### src/rtl/wn3_pkg.sv
// ----------------------------------------------------------------------------
// wn3_pkg: shared types and constants for the 3D wavelet noise evaluator
// Tile geometry, fixed-point widths, sequencer states, multiplier request
// tags and the small helper functions used by the sequencer and datapath.
// ----------------------------------------------------------------------------
package wn3_pkg;

  // Tile side, power of two, so the periodic wrap is a mask
  localparam int TILE_SIDE       = 32;
  localparam int COORD_FRAC_BITS = 16;

  localparam int SIDE_BITS    = $clog2(TILE_SIDE);
  localparam int ADDR_W       = 3 * SIDE_BITS;
  localparam int TILE_ENTRIES = TILE_SIDE * TILE_SIDE * TILE_SIDE;

  localparam int COORD_W  = 32;
  localparam int INDEX_W  = 15;
  localparam int VALUE_W  = 16;
  localparam int WEIGHT_W = 16;   // axis weight, Q0.16
  localparam int PAIR_W   = 2 * WEIGHT_W;
  localparam int WT_W     = 24;   // three-weight product, Q0.24
  localparam int WT_SHIFT = 3 * WEIGHT_W - WT_W;

  // exact squares carry 2F fraction bits, plus room for 2.0
  localparam int SQ_W    = 2 * COORD_FRAC_BITS + 2;
  localparam int W_SHIFT = 2 * COORD_FRAC_BITS + 1 - WEIGHT_W;

  localparam int MUL_A_W = 33;
  localparam int MUL_B_W = (COORD_FRAC_BITS + 2 > 18) ? COORD_FRAC_BITS + 2 : 18;
  localparam int MUL_P_W = MUL_A_W + MUL_B_W;
  localparam int ACC_W   = 44;    // 36 fraction bits plus headroom
  localparam int ACC_FRAC = WT_W + 12;
  localparam int RES_SHIFT = ACC_FRAC - 12;

  localparam int TERMS          = 27;
  localparam int SQUARE_STEPS   = 6;
  localparam int PAIR_STEPS     = 9;
  localparam int TERM_STEPS     = 2 * TERMS + 2;
  localparam int LAST_WGT_STEP  = 2 * (TERMS - 1);
  localparam int FIRST_COEF_STEP = 3;
  localparam int STEP_W         = $clog2(TERM_STEPS);

  // operation codes
  localparam logic OP_WRITE = 1'b0;
  localparam logic OP_EVAL  = 1'b1;

  // axis codes
  localparam logic [1:0] AXIS_X = 2'd0;
  localparam logic [1:0] AXIS_Y = 2'd1;
  localparam logic [1:0] AXIS_Z = 2'd2;

  // constant 0.5 in coordinate format, over the bits that matter for the cell
  localparam logic [COORD_FRAC_BITS+SIDE_BITS-1:0] COORD_HALF =
    (COORD_FRAC_BITS + SIDE_BITS)'(1) << (COORD_FRAC_BITS - 1);
  localparam logic [COORD_FRAC_BITS:0] COORD_ONE = {1'b1, {COORD_FRAC_BITS{1'b0}}};
  localparam logic [SQ_W-1:0] SQ_FULL = {2'b10, {(2 * COORD_FRAC_BITS){1'b0}}};
  localparam logic [SQ_W:0]   W_RND   = {{SQ_W{1'b0}}, 1'b1} << (W_SHIFT - 1);

  typedef enum logic [2:0] {
    ST_IDLE,
    ST_SQUARE,
    ST_SETTLE,
    ST_PAIR,
    ST_TERM,
    ST_DRAIN,
    ST_FINISH
  } state_t;

  typedef enum logic [2:0] {
    TG_NONE,
    TG_SQ_A,
    TG_SQ_C,
    TG_PAIR,
    TG_WGT,
    TG_TERM
  } tag_kind_t;

  typedef struct packed {
    tag_kind_t  kind;
    logic [3:0] idx;    // axis for squares, pair slot for pairs
  } tag_t;

  // neighbor offsets, each 0..2
  typedef struct packed {
    logic [1:0] dz;
    logic [1:0] dy;
    logic [1:0] dx;
  } trit_t;

  typedef struct packed {
    tag_t  issue;
    trit_t mt;        // offsets for the multiplier operands
    trit_t rd_pos;    // offsets for the tile read
    logic  rd_en;
    logic  finish_load;
    logic  busy;
  } ctl_t;

  typedef struct packed {
    logic [MUL_A_W-1:0] a;
    logic [MUL_B_W-1:0] b;
    tag_t               tag;
  } mul_req_t;

  typedef struct packed {
    logic [MUL_P_W-1:0] p;
    tag_t               tag;
  } mul_rsp_t;

  typedef struct packed {
    logic [COORD_FRAC_BITS-1:0] t;
    logic [SIDE_BITS-1:0]       mid;
  } axis_t;

  function automatic trit_t next_xyz(input trit_t c);
    trit_t n;
    n = c;
    if (c.dx == 2'd2) begin
      n.dx = 2'd0;
      if (c.dy == 2'd2) begin
        n.dy = 2'd0;
        n.dz = (c.dz == 2'd2) ? 2'd0 : c.dz + 2'd1;
      end else begin
        n.dy = c.dy + 2'd1;
      end
    end else begin
      n.dx = c.dx + 2'd1;
    end
    return n;
  endfunction

  function automatic trit_t next_yz(input trit_t c);
    trit_t n;
    n = c;
    if (c.dy == 2'd2) begin
      n.dy = 2'd0;
      n.dz = (c.dz == 2'd2) ? 2'd0 : c.dz + 2'd1;
    end else begin
      n.dy = c.dy + 2'd1;
    end
    return n;
  endfunction

  // slot of the (dz, dy) weight pair: 3*dz + dy
  function automatic logic [3:0] pair_idx(input trit_t c);
    return {1'b0, c.dz, 1'b0} + {2'b00, c.dz} + {2'b00, c.dy};
  endfunction

  // round half up from 2F+1 fraction bits to Q0.16
  function automatic logic [WEIGHT_W-1:0] round_w(input logic [SQ_W-1:0] x);
    logic [SQ_W:0] s;
    s = {1'b0, x} + W_RND;
    return s[W_SHIFT+WEIGHT_W-1:W_SHIFT];
  endfunction

endpackage

### src/rtl/wn3_mul.sv
// ----------------------------------------------------------------------------
// wn3_mul: shared signed multiplier
// Registered product; the request tag travels with it to the writeback.
// ----------------------------------------------------------------------------
module wn3_mul (
  input  logic              clk,
  input  logic              rst_n,
  input  wn3_pkg::mul_req_t req,
  output wn3_pkg::mul_rsp_t rsp
);

  logic [wn3_pkg::MUL_P_W-1:0] p_r;
  wn3_pkg::tag_t               tag_r;

  always_ff @(posedge clk) begin
    p_r <= wn3_pkg::MUL_P_W'($signed(req.a) * $signed(req.b));
  end

  always_ff @(posedge clk) begin
    if (!rst_n) begin
      tag_r <= '{kind: wn3_pkg::TG_NONE, idx: 4'd0};
    end else begin
      tag_r <= req.tag;
    end
  end

  assign rsp.p   = p_r;
  assign rsp.tag = tag_r;

endmodule

### config.mk
export PLATFORM = sky130hd
export DESIGN_NAME = wn3_mul
export DESIGN_NICKNAME = d
export VERILOG_FILES = /design/src/rtl/wn3_pkg.sv /design/src/rtl/wn3_mul.sv
export SDC_FILE = /design/constraint.sdc
export NUM_CORES = 2
export LEC_CHECK = 0
export BUFFER_PORTS_ARGS = -buffer_cell sky130_fd_sc_hd__buf_4
export CORE_MARGIN = 3
export CORE_UTILIZATION = 55
export CTS_CLUSTER_DIAMETER = 30
export DETAILED_ROUTE_END_ITERATION = 8
export GPL_ROUTABILITY_DRIVEN = 0
export PLACE_DENSITY = 0.74
export SLEW_MARGIN = 40
export SYNTH_ARGS = -nofsm -noshare
export SYNTH_HDL_FRONTEND = slang
export SYNTH_SLANG_ARGS = --single-unit
export TNS_END_PERCENT = 10
### constraint.sdc
create_clock -name clk -period 7.7 [get_ports clk]
set_input_delay 1.155 -clock clk [delete_from_list [all_inputs] [get_ports clk]]
set_output_delay 1.155 -clock clk [all_outputs]
set_load 0.02 [all_outputs]
==> key figures <==
Run status
  • Status: finished, final reports clean

Finish
  • Most frequent cells in the layout: inv_1, fa_1, nand2_1
  • Final Util: 0.604
  • P&R area growth vs syn: 7.23%
  • Nets: 3134
  • Filler cells: 3196
  • Layout cells sized above 1: 0.0645
  • Commonest non-fill, non-tap cell in the layout: inv_1

Drt
  • Vias/cell: 5.31
  • Vias after detailed routing: 15385
  • Post-route antenna net violation count: 0
  • WL final: 51500 um
  • Avg WL per Cell: 17.8 um
  • Iteration-0 DRC Markers: 865
  • DRC Markers: 0
  • First drt pass iteration count: 5

Synth
  • Largest cells by area after synthesis: fa_1, inv_1, ha_1, and2_1, nand2_1
  • Register area share after synthesis: 0.0542
  • Largest family of logic cells by synthesized area: adder cells
  • Syn_nets: 3097
  • Synthesized cell area: 0.0214 mm2
  • Yosys top cell by area: fa_1
  • Xor-xnor portion of the synthesized cell area: 0.0204
  • Compound-Gate Fraction of Synth Area: 0.0419
  • Cells after Synth: 2345
  • Number of synthesized register bits: 58
  • Post-synthesis average cell area: 9.14 um2
  • Adder-cell share of the synthesized area: 0.603
  • Mux contribution to synthesized area: 0.000467
  • Distinct cell type count after synthesis: 52
  • Top-area cell type share of the netlist area: 0.531
  • Synth warn: 0
  • Simple-gate share of the synthesized area: 0.153

Worst setup path
  • CP endpoint kind: register
  • CP Max Fanout: 33
  • WP data required: 7.97 ns
  • Crit-path cells: buf_4 -> and2_1 -> fa_1 -> fa_1 -> inv_1 -> fa_1 -> fa_1 -> inv_1 -> fa_1 -> inv_1 -> fa_1 -> inv_1 -> ha_1 -> and4_1 -> nor3b_2 -> a22oi_1 -> o211ai_2 -> nand3_2 -> a31oi_4 -> a41oi_4 -> o21a_1 -> a311oi_1
  • Buf+Inv Stages, Crit Path: 5
  • Slowest CP cell: fa_1
  • CP max stage delay: 0.53 ns
  • Cell family with most CP delay: adder cells
  • CP dominant cell by count: fa_1
  • Worst setup SP type: input pin
  • Setup CP Type: in2reg
  • CP arrival: 7.44 ns

Global routing
  • Grt ovf: 0
  • Antenna violations before repair: 0
  • Vias in the first global route: 17305
  • First-pass GRT wire length: 88200 um
  • Total Routing Usage GR: 0.270
  • Largest net degree at the start of global routing: 34

Clock tree
  • Clock Path Buffers: 2
  • # clock sinks: 58
  • CTS buffer count: 9
  • Cts hold-fix bufs: 0
  • Clock root buffer: clkbuf_16
  • CTS tree: built
  • Clock-pin transition on the worst setup and hold timing paths: 0.06 ns
  • H-Tree Depth: 3
  • Post-CTS Setup Inserts: 0
  • Post-cts sizing count: 0

STA
  • Period Utilization, post-route: 0.931
  • Setup violations, final: 0
  • RSZ-0062 raised after global routing: false
  • Max Freq: 140 MHz
  • Final Max Tran Viols: 0
  • Final Hold Vio Count: 0
  • Clock period minus worst slack: 7.17 ns
  • Rel. slew slack: 0.616
  • Slew @ Worst Pin: 0.576 ns
  • TNS Setup: 0 ns

Worst hold path
  • Worst Hold Class: in2reg

Die
  • Total I/O pin count: 118
  • Die height: 203 um
  • DIE AREA: 0.0414 mm2
  • Core box area: 0.0380 mm2
  • Initial Util: 0.564
  • Die width: 203 um
  • FP Rows: 71

Placed design
  • IO Port Bufs: 117
  • Detailed placement HPWL: 42900 um

Flow run
  • Max Cap Viol: 0
[state kept, by name, summed over array words and instances, names as in the netlist]
register / count
p_r: 51
rsp: 7
[cell families (layout without fill, tap and decap cells)]
logic type      Yosys count  count (layout)
compound gates          135             135
xor+xnor                 50              50
fa+ha+maj               692             692
buf+inv                 724             766
flops                    58              58
mux                       1               1
other cells               0               1
simple gates            685             685
[routing by layer]
layer | global-route usage | part of all wire
met5 | 0 | 0
met4 | 0.0737 | 0.024
met3 | 0.0629 | 0.088
met2 | 0.459 | 0.50
met1 | 0.351 | 0.39
[area by class of cell]
type / instances / area [um2] / share of cell area
flip-flops and latches: 58 / 1160 / 0.0505
clock inverters: 5 / 77.6 / 0.00338
diodes: 1 / 2.50 / 0.000109
inverters: 622 / 2330 / 0.102
clock buffers: 11 / 243 / 0.0106
repair buffers: 128 / 973 / 0.0424
well taps: 511 / 639 / 0.0278
multi-input cells: 1563 / 17600 / 0.764
[worst paths after layout]
path / from / endpoint / slack [ns] / cells after the start
worst max-delay path: req[8] / p_r[50] / 0.53 / 22
worst min-delay path: req[5] / rsp[5] / 0.99 / 2
[stage by stage]
step / std cells / cell area, um2 / hold WS (ns) / setup slack [ns]
detailed placement: 2882 / 22700 / 1.37 / 0.224
global placement: 2882 / 22700 / 1.37 / 0.336
finish: 2899 / 23000 / 0.985 / 0.535
global route: 2898 / 23000 / 0.976 / 0.199
CTS: 2898 / 23000 / 0.972 / 0.598
floorplan: 2345 / 21400 / 1.28 / 0.875
[synth_stat cells, drive strengths merged]
cell,count
nor3b,1
or3,3
buf,2
ha,123
or2,2
clkbuf,100
and2,235
and3,4
a41oi,1
o21a,4
o21bai,8
a22oi,1
nor4b,1
a21oi,45
inv,622
nor2,46
nor4,3
dfxtp,58
mux2i,1
fa,569
nor2b,4
o211ai,1
o2111ai,2
o21ai,31
a211oi,6
nand2b,9
nand2,358
a31oi,6
o311ai,1
nor3,4
a2bb2oi,1
a21o,20
xnor2,37
o31ai,4
and4,1
a221oi,1
xor2,13
nand4,5
a311oi,1
nand3,9
a221o,1
o31a,1
Power is left out: the tool's default activity adds up to more than one toggle a clock period on the data nets, which glitch-free logic cannot reach.
