## src/rtl/wn3_pkg.sv

```systemverilog
// ----------------------------------------------------------------------------
// wn3_pkg: shared types and constants for the 3D wavelet noise evaluator
// Tile geometry, fixed-point widths, sequencer states, multiplier request
// tags and the small helper functions used by the sequencer and datapath.
// ----------------------------------------------------------------------------
package wn3_pkg;

  // Tile side, power of two, so the periodic wrap is a mask
  localparam int TILE_SIDE       = 32;
  localparam int COORD_FRAC_BITS = 16;

  localparam int SIDE_BITS    = $clog2(TILE_SIDE);
  localparam int ADDR_W       = 3 * SIDE_BITS;
  localparam int TILE_ENTRIES = TILE_SIDE * TILE_SIDE * TILE_SIDE;

  localparam int COORD_W  = 32;
  localparam int INDEX_W  = 15;
  localparam int VALUE_W  = 16;
  localparam int WEIGHT_W = 16;   // axis weight, Q0.16
  localparam int PAIR_W   = 2 * WEIGHT_W;
  localparam int WT_W     = 24;   // three-weight product, Q0.24
  localparam int WT_SHIFT = 3 * WEIGHT_W - WT_W;

  // exact squares carry 2F fraction bits, plus room for 2.0
  localparam int SQ_W    = 2 * COORD_FRAC_BITS + 2;
  localparam int W_SHIFT = 2 * COORD_FRAC_BITS + 1 - WEIGHT_W;

  localparam int MUL_A_W = 33;
  localparam int MUL_B_W = (COORD_FRAC_BITS + 2 > 18) ? COORD_FRAC_BITS + 2 : 18;
  localparam int MUL_P_W = MUL_A_W + MUL_B_W;
  localparam int ACC_W   = 44;    // 36 fraction bits plus headroom
  localparam int ACC_FRAC = WT_W + 12;
  localparam int RES_SHIFT = ACC_FRAC - 12;

  localparam int TERMS          = 27;
  localparam int SQUARE_STEPS   = 6;
  localparam int PAIR_STEPS     = 9;
  localparam int TERM_STEPS     = 2 * TERMS + 2;
  localparam int LAST_WGT_STEP  = 2 * (TERMS - 1);
  localparam int FIRST_COEF_STEP = 3;
  localparam int STEP_W         = $clog2(TERM_STEPS);

  // operation codes
  localparam logic OP_WRITE = 1'b0;
  localparam logic OP_EVAL  = 1'b1;

  // axis codes
  localparam logic [1:0] AXIS_X = 2'd0;
  localparam logic [1:0] AXIS_Y = 2'd1;
  localparam logic [1:0] AXIS_Z = 2'd2;

  // constant 0.5 in coordinate format, over the bits that matter for the cell
  localparam logic [COORD_FRAC_BITS+SIDE_BITS-1:0] COORD_HALF =
    (COORD_FRAC_BITS + SIDE_BITS)'(1) << (COORD_FRAC_BITS - 1);
  localparam logic [COORD_FRAC_BITS:0] COORD_ONE = {1'b1, {COORD_FRAC_BITS{1'b0}}};
  localparam logic [SQ_W-1:0] SQ_FULL = {2'b10, {(2 * COORD_FRAC_BITS){1'b0}}};
  localparam logic [SQ_W:0]   W_RND   = {{SQ_W{1'b0}}, 1'b1} << (W_SHIFT - 1);

  typedef enum logic [2:0] {
    ST_IDLE,
    ST_SQUARE,
    ST_SETTLE,
    ST_PAIR,
    ST_TERM,
    ST_DRAIN,
    ST_FINISH
  } state_t;

  typedef enum logic [2:0] {
    TG_NONE,
    TG_SQ_A,
    TG_SQ_C,
    TG_PAIR,
    TG_WGT,
    TG_TERM
  } tag_kind_t;

  typedef struct packed {
    tag_kind_t  kind;
    logic [3:0] idx;    // axis for squares, pair slot for pairs
  } tag_t;

  // neighbor offsets, each 0..2
  typedef struct packed {
    logic [1:0] dz;
    logic [1:0] dy;
    logic [1:0] dx;
  } trit_t;

  typedef struct packed {
    tag_t  issue;
    trit_t mt;        // offsets for the multiplier operands
    trit_t rd_pos;    // offsets for the tile read
    logic  rd_en;
    logic  finish_load;
    logic  busy;
  } ctl_t;

  typedef struct packed {
    logic [MUL_A_W-1:0] a;
    logic [MUL_B_W-1:0] b;
    tag_t               tag;
  } mul_req_t;

  typedef struct packed {
    logic [MUL_P_W-1:0] p;
    tag_t               tag;
  } mul_rsp_t;

  typedef struct packed {
    logic [COORD_FRAC_BITS-1:0] t;
    logic [SIDE_BITS-1:0]       mid;
  } axis_t;

  function automatic trit_t next_xyz(input trit_t c);
    trit_t n;
    n = c;
    if (c.dx == 2'd2) begin
      n.dx = 2'd0;
      if (c.dy == 2'd2) begin
        n.dy = 2'd0;
        n.dz = (c.dz == 2'd2) ? 2'd0 : c.dz + 2'd1;
      end else begin
        n.dy = c.dy + 2'd1;
      end
    end else begin
      n.dx = c.dx + 2'd1;
    end
    return n;
  endfunction

  function automatic trit_t next_yz(input trit_t c);
    trit_t n;
    n = c;
    if (c.dy == 2'd2) begin
      n.dy = 2'd0;
      n.dz = (c.dz == 2'd2) ? 2'd0 : c.dz + 2'd1;
    end else begin
      n.dy = c.dy + 2'd1;
    end
    return n;
  endfunction

  // slot of the (dz, dy) weight pair: 3*dz + dy
  function automatic logic [3:0] pair_idx(input trit_t c);
    return {1'b0, c.dz, 1'b0} + {2'b00, c.dz} + {2'b00, c.dy};
  endfunction

  // round half up from 2F+1 fraction bits to Q0.16
  function automatic logic [WEIGHT_W-1:0] round_w(input logic [SQ_W-1:0] x);
    logic [SQ_W:0] s;
    s = {1'b0, x} + W_RND;
    return s[W_SHIFT+WEIGHT_W-1:W_SHIFT];
  endfunction

endpackage

```

## src/rtl/wn3_ctrl.sv

```systemverilog
// ----------------------------------------------------------------------------
// wn3_ctrl: evaluation sequencer
// Steps the shared multiplier through squares, weight pairs and the
// interleaved weight / coefficient products of the 27 neighbors.
// ----------------------------------------------------------------------------
module wn3_ctrl (
  input  logic          clk,
  input  logic          rst_n,
  input  logic          in_valid,
  input  logic          in_operation,
  input  logic          out_free,
  output wn3_pkg::ctl_t ctl
);

  wn3_pkg::state_t            state_r, state_nxt;
  logic [wn3_pkg::STEP_W-1:0] step_r;
  wn3_pkg::trit_t             pc_r, wk_r, ck_r;

  // next state
  always_comb begin
    state_nxt = state_r;
    case (state_r)
      wn3_pkg::ST_IDLE: begin
        if (in_valid && (in_operation == wn3_pkg::OP_EVAL)) begin
          state_nxt = wn3_pkg::ST_SQUARE;
        end
      end
      wn3_pkg::ST_SQUARE: begin
        if (step_r == wn3_pkg::STEP_W'(wn3_pkg::SQUARE_STEPS - 1)) begin
          state_nxt = wn3_pkg::ST_SETTLE;
        end
      end
      wn3_pkg::ST_SETTLE: state_nxt = wn3_pkg::ST_PAIR;
      wn3_pkg::ST_PAIR: begin
        if (step_r == wn3_pkg::STEP_W'(wn3_pkg::PAIR_STEPS - 1)) begin
          state_nxt = wn3_pkg::ST_TERM;
        end
      end
      wn3_pkg::ST_TERM: begin
        if (step_r == wn3_pkg::STEP_W'(wn3_pkg::TERM_STEPS - 1)) begin
          state_nxt = wn3_pkg::ST_DRAIN;
        end
      end
      wn3_pkg::ST_DRAIN: state_nxt = wn3_pkg::ST_FINISH;
      wn3_pkg::ST_FINISH: begin
        if (out_free) begin
          state_nxt = wn3_pkg::ST_IDLE;
        end
      end
      default: state_nxt = wn3_pkg::ST_IDLE;
    endcase
  end

  // outputs
  always_comb begin
    ctl             = '0;
    ctl.issue.kind  = wn3_pkg::TG_NONE;
    ctl.busy        = (state_r != wn3_pkg::ST_IDLE);
    case (state_r)
      wn3_pkg::ST_SQUARE: begin
        ctl.issue.kind = step_r[0] ? wn3_pkg::TG_SQ_C : wn3_pkg::TG_SQ_A;
        ctl.issue.idx  = 4'(step_r[wn3_pkg::STEP_W-1:1]);
      end
      wn3_pkg::ST_PAIR: begin
        ctl.issue.kind = wn3_pkg::TG_PAIR;
        ctl.issue.idx  = wn3_pkg::pair_idx(pc_r);
        ctl.mt         = pc_r;
      end
      wn3_pkg::ST_TERM: begin
        // even steps: weight product of term n, tile read of term n-1
        // odd steps: coefficient product of term n-1
        if (!step_r[0] && (step_r <= wn3_pkg::STEP_W'(wn3_pkg::LAST_WGT_STEP))) begin
          ctl.issue.kind = wn3_pkg::TG_WGT;
          ctl.mt         = wk_r;
        end
        if (!step_r[0] && (step_r != '0)) begin
          ctl.rd_en  = 1'b1;
          ctl.rd_pos = ck_r;
        end
        if (step_r[0] && (step_r >= wn3_pkg::STEP_W'(wn3_pkg::FIRST_COEF_STEP))) begin
          ctl.issue.kind = wn3_pkg::TG_TERM;
        end
      end
      wn3_pkg::ST_FINISH: ctl.finish_load = out_free;
      default: ;
    endcase
  end

  always_ff @(posedge clk) begin
    if (!rst_n) begin
      state_r <= wn3_pkg::ST_IDLE;
      step_r  <= '0;
      pc_r    <= '0;
      wk_r    <= '0;
      ck_r    <= '0;
    end else begin
      state_r <= state_nxt;
      if (state_r != state_nxt) begin
        step_r <= '0;
      end else begin
        step_r <= step_r + 1'b1;
      end
      if (state_r == wn3_pkg::ST_SETTLE) begin
        pc_r <= '0;
      end else if (state_r == wn3_pkg::ST_PAIR) begin
        pc_r <= wn3_pkg::next_yz(pc_r);
      end
      if (state_r == wn3_pkg::ST_PAIR) begin
        wk_r <= '0;
        ck_r <= '0;
      end else begin
        if (ctl.issue.kind == wn3_pkg::TG_WGT) begin
          wk_r <= wn3_pkg::next_xyz(wk_r);
        end
        if (ctl.rd_en) begin
          ck_r <= wn3_pkg::next_xyz(ck_r);
        end
      end
    end
  end

endmodule

```

## config.mk

```make
export PLATFORM = sky130hd
export DESIGN_NAME = wn3_ctrl
export DESIGN_NICKNAME = d
export VERILOG_FILES = /design/src/rtl/wn3_pkg.sv /design/src/rtl/wn3_ctrl.sv
export SDC_FILE = /design/constraint.sdc
export NUM_CORES = 1
export LEC_CHECK = 0
export BUFFER_PORTS_ARGS = -buffer_cell sky130_fd_sc_hd__buf_2
export CELL_PAD_IN_SITES_DETAIL_PLACEMENT = 2
export CELL_PAD_IN_SITES_GLOBAL_PLACEMENT = 2
export CORE_MARGIN = 8
export CORE_UTILIZATION = 33
export DETAILED_ROUTE_END_ITERATION = 6
export MAX_ROUTING_LAYER = met4
export PLACE_DENSITY_LB_ADDON = 0.08
export SLEW_MARGIN = 20
export SYNTH_ARGS = -nofsm -noshare
export SYNTH_HDL_FRONTEND = slang
export SYNTH_SLANG_ARGS = --single-unit
```

## constraint.sdc

```tcl
create_clock -name clk -period 2.1 [get_ports clk]
set_clock_uncertainty 0.05 [all_clocks]
set_input_delay 0 -clock clk [delete_from_list [all_inputs] [get_ports clk]]
set_output_delay 0 -clock clk [all_outputs]
set_load 0.01 [all_outputs]
```

==> key figures <==
Logic synthesis
  – Cell Area, Synth: 1613 µm²
  – EDFF count, synth: 0
  – Yosys top cell area share: 31.03%
  – Yosys reg bits: 25
  – Main area contributors after synthesis: dfxtp_1 (31%), a21oi_1 (4.7%), ha_1 (4.7%)
  – Ys flop type: dfxtp_1
  – Mapped Cells: 197
  – Net Count, Synth: 210
  – Cell taking the most area after synthesis: dfxtp_1
  – Synth async-reset ratio: 0%
  – Cell variety after synth: 40
  – Yosys warns: 0
  – Syn Area/Cell: just over 8 µm²
  – Register area share after synthesis: between 30% and 40%

Cells and area
  – Layout cell share with drive strength beyond 1: 25.00%
  – Fillcell total: 545
  – Area of the multi-input gates: 1081 µm²
  – Leading cell types in the layout, fill and taps excluded: buf_2 (26), dfxtp_1 (20), nor2_1 (18)
  – Antenna Cells: 0
  – Nets: 242
  – Most common cell after layout, fill and taps aside: buf_2
  – Area Overhead vs Synth: 21.33%
  – Reg area: approximately 510 µm²

STA
  – Post-layout minimum cycle time: 2.145 ns
  – Final Max Slew Viols: 0
  – Least-Margin Pin Slew: 0.5204 ns
  – Endpoints failing hold: 0
  – RSZ-0062 raised after global routing: yes
  – Slew margin rel.: around two thirds
  – Final setup violation count: 1
  – Max Freq: 0.4661 GHz
  – Hold_ws: 0.1101 ns
  – Final period util: 102.2%
  – Setup TNS Final: -0.04536 ns
  – Setup WS post-layout: -0.04536 ns

Critical path
  – Critical path type: reg2out
  – Reg2Reg Launch Point: step_r[0]
  – Worst reg2reg path endpoint: step_r[3]
  – R2R depth: 6
  – Worst Path Required: 2.05 ns
  – CP Max Fanout: 2
  – CP max-delay cell: fa_1
  – Cells along the critical path: fa_1 -> ha_2 -> inv_2 -> fa_2 -> o21ai_1 -> buf_2
  – Reg2Reg Setup Slack: ~0.20 ns
  – Worst setup EP type: output pin
  – WP data arrival: approximately 2.1 ns
  – CP Launch Type: flop
  – Max incr delay on CP: 0.56 ns

Clocking
  – CTS clk-pin slew, worst paths: 0.09 ns
  – H-tree depth: 1
  – CTS tree: built
  – Clock tree sinks: 25
  – Root Buffer: clkbuf_8
  – Max Root-Sink Buffers: 2
  – CTS Buf Count: 3
  – Clock Latency Late Sink: 0.27 ns

Floorplanning
  – Core Footprint: 4723 µm²
  – Die width: 85.91 µm
  – Die ar.: 7381 µm²
  – Initial Utilization: ~34%
  – Die outline height: 85.91 µm
  – I/O pin total: 27
  – Placement Rows: 25

Pwr
  – Clk pwr share: around a third
  – Worst IR drop on VDD: between 0.0002 and 0.0003 V
  – P_int: 0.6589 mW
  – Power Dens Cells: 456.4 nW/µm²
  – Power share of the sequential group: 55.4%
  – Psw: 0.2342 mW
  – Switching part of the total: a little over a quarter
  – Leakage: 0.7877 nW
  – Logic pwr share: 11.6%

Routing
  – Drt first pass iters: 4
  – Total Wirelength: 5141 µm
  – DR iter-0 viols: 32
  – DR vias/cell: 5.397
  – Routed Antenna Nets: 0
  – # DRC: 0
  – Avg WL per Cell: 17.43 µm
  – Vias: approximately 1.6k

Worst hold path
  – Worst min-delay path class: in2reg
  – Worst min-delay path startpoint: out_free
  – Hold Path Stages: 4
  – Hold Path Sink: state_r[2]

Place
  – IO Port Bufs: 26
  – Pre-CTS setup slack: ~0.12 ns
  – DP HPWL: between 4000 and 5000 µm
  – Gp weighted congestion: 0.8308

Global routing
  – First-pass GRT wire length: about 9000 µm
  – Initial antenna violation count: 0
  – Largest net degree at the start of global routing: 17
  – Vias in the first global route: approximately 1.8k
  – Total grt overflow: 0
  – Total track usage: 15.17%

Status
  – Failing checks: setup timing
  – Status: finished with violations

Run
  – Max cap viols: 0
## cell usage after synthesis (2+ instances only)
cell	n
dfxtp_1	25
nor2_1	19
a21oi_1	15
nand2_1	10
nor2b_1	10
o21ai_0	10
and2_1	7
a22o_1	6
buf_2	6
ha_1	6
inv_1	6
nand2b_1	6
nand4_1	6
nor3_1	6
and3_1	5
nand3_1	5
clkbuf_1	4
mux2i_1	4
nor3b_1	4
o31ai_1	4
o211ai_1	3
or3_1	3
and4b_1	2
fa_1	2
nand3b_1	2
nand4b_1	2
o21a_1	2
or3b_1	2
or4_1	2
xnor2_1	2
xor2_1	2
## stage by stage
step | power (mW) | util [%] | cell area (µm²) | std cells
CTS | 0.9050 | 40.61 | 1918 | 295
global placement | 0.5966 | 39.15 | 1849 | 289
floorplan | 0.5642 | - | 1613 | 197
detailed placement | 0.6043 | 39.15 | 1849 | 289
global route | 0.9404 | 41.43 | 1957 | 295
finish | 0.8930 | 41.43 | 1957 | 295
## how the worst max path moves through the flow
stage	startpoint	end	slack [ns]	depth (start not counted)
2_1_floorplan	step_r[0]	step_r[1]	0.25	6
3_3_place_gp	pc_r[3]	ctl[17]	0.24	6
3_5_place_dp	step_r[1]	step_r[3]	0.12	6
4_1_cts	pc_r[3]	ctl[17]	-0.04	6
5_1_grt	pc_r[3]	ctl[17]	-0.14	6
6_report	pc_r[3]	ctl[17]	-0.05	6
## cell type report
cell class / count / share of cell area, %
repair buffers: 37 / 11.00
well taps: 67 / 4.284
inverters: 6 / 1.151
flip-flops and latches: 25 / 26.02
multi-input cells: 156 / 55.24
clock buffers: 4 / 2.302
## power by group through the flow
stage                     Combinational [mW]  Sequential, mW  Clock (mW)
after floorplan                       0.0614           0.503           0
after detailed placement              0.0982           0.506           0
after global placement                0.0918           0.505           0
after global routing                   0.115           0.497       0.328
final                                  0.103           0.494       0.295
after CTS                              0.103           0.494       0.308
## per-layer routing
layer	wire, µm	track usage [%]
met1	2304	16.83
met2	2567	26.59
met3	186	3.247
met4	82	4.299
met5	0	-
## flip-flops by register name, indices dropped and copies added (netlist names)
signal and cells:
ck_r 6, pc_r 4, state_r 3, step_r 6, wk_r 6
## cell families (layout without fill, tap and decap cells)
family | Yosys count | in the layout | share of synthesized area [%]
AND/OR/NAND/NOR | 93 | 93 | 33.67
AO/OA/AOI/OAI | 47 | 47 | 19.32
flip-flops | 25 | 25 | 31.03
buffers and inverters | 16 | 47 | 4.189
adder cells (fa/ha/maj) | 8 | 8 | 7.137
XOR/XNOR | 4 | 4 | 2.173
multiplexers | 4 | 4 | 2.483
## timing repair
| item | CTS | global route |
|---|---|---|
| pin swaps | 1 | 1 |
| setup endpoints to repair | 4 | 11 |
| hold endpoints to repair | 1 | 0 |
| hold buffers | 1 | 0 |
| gates resized for setup | 7 | 13 |
| setup buffers | 1 | 0 |
| gates cloned | 0 | 0 |
## critical path, delay by kind of cell (launching register included)
| family | cells | cell delay (ns) |
|---|---|---|
| adder cells (fa/ha/maj) | 3 | 1.25 |
| buffers and inverters | 2 | 0.17 |
| flip-flops | 1 | 0.36 |
| AO/OA/AOI/OAI | 1 | 0.05 |
No activity file was read; power rests on OpenSTA's default activity.
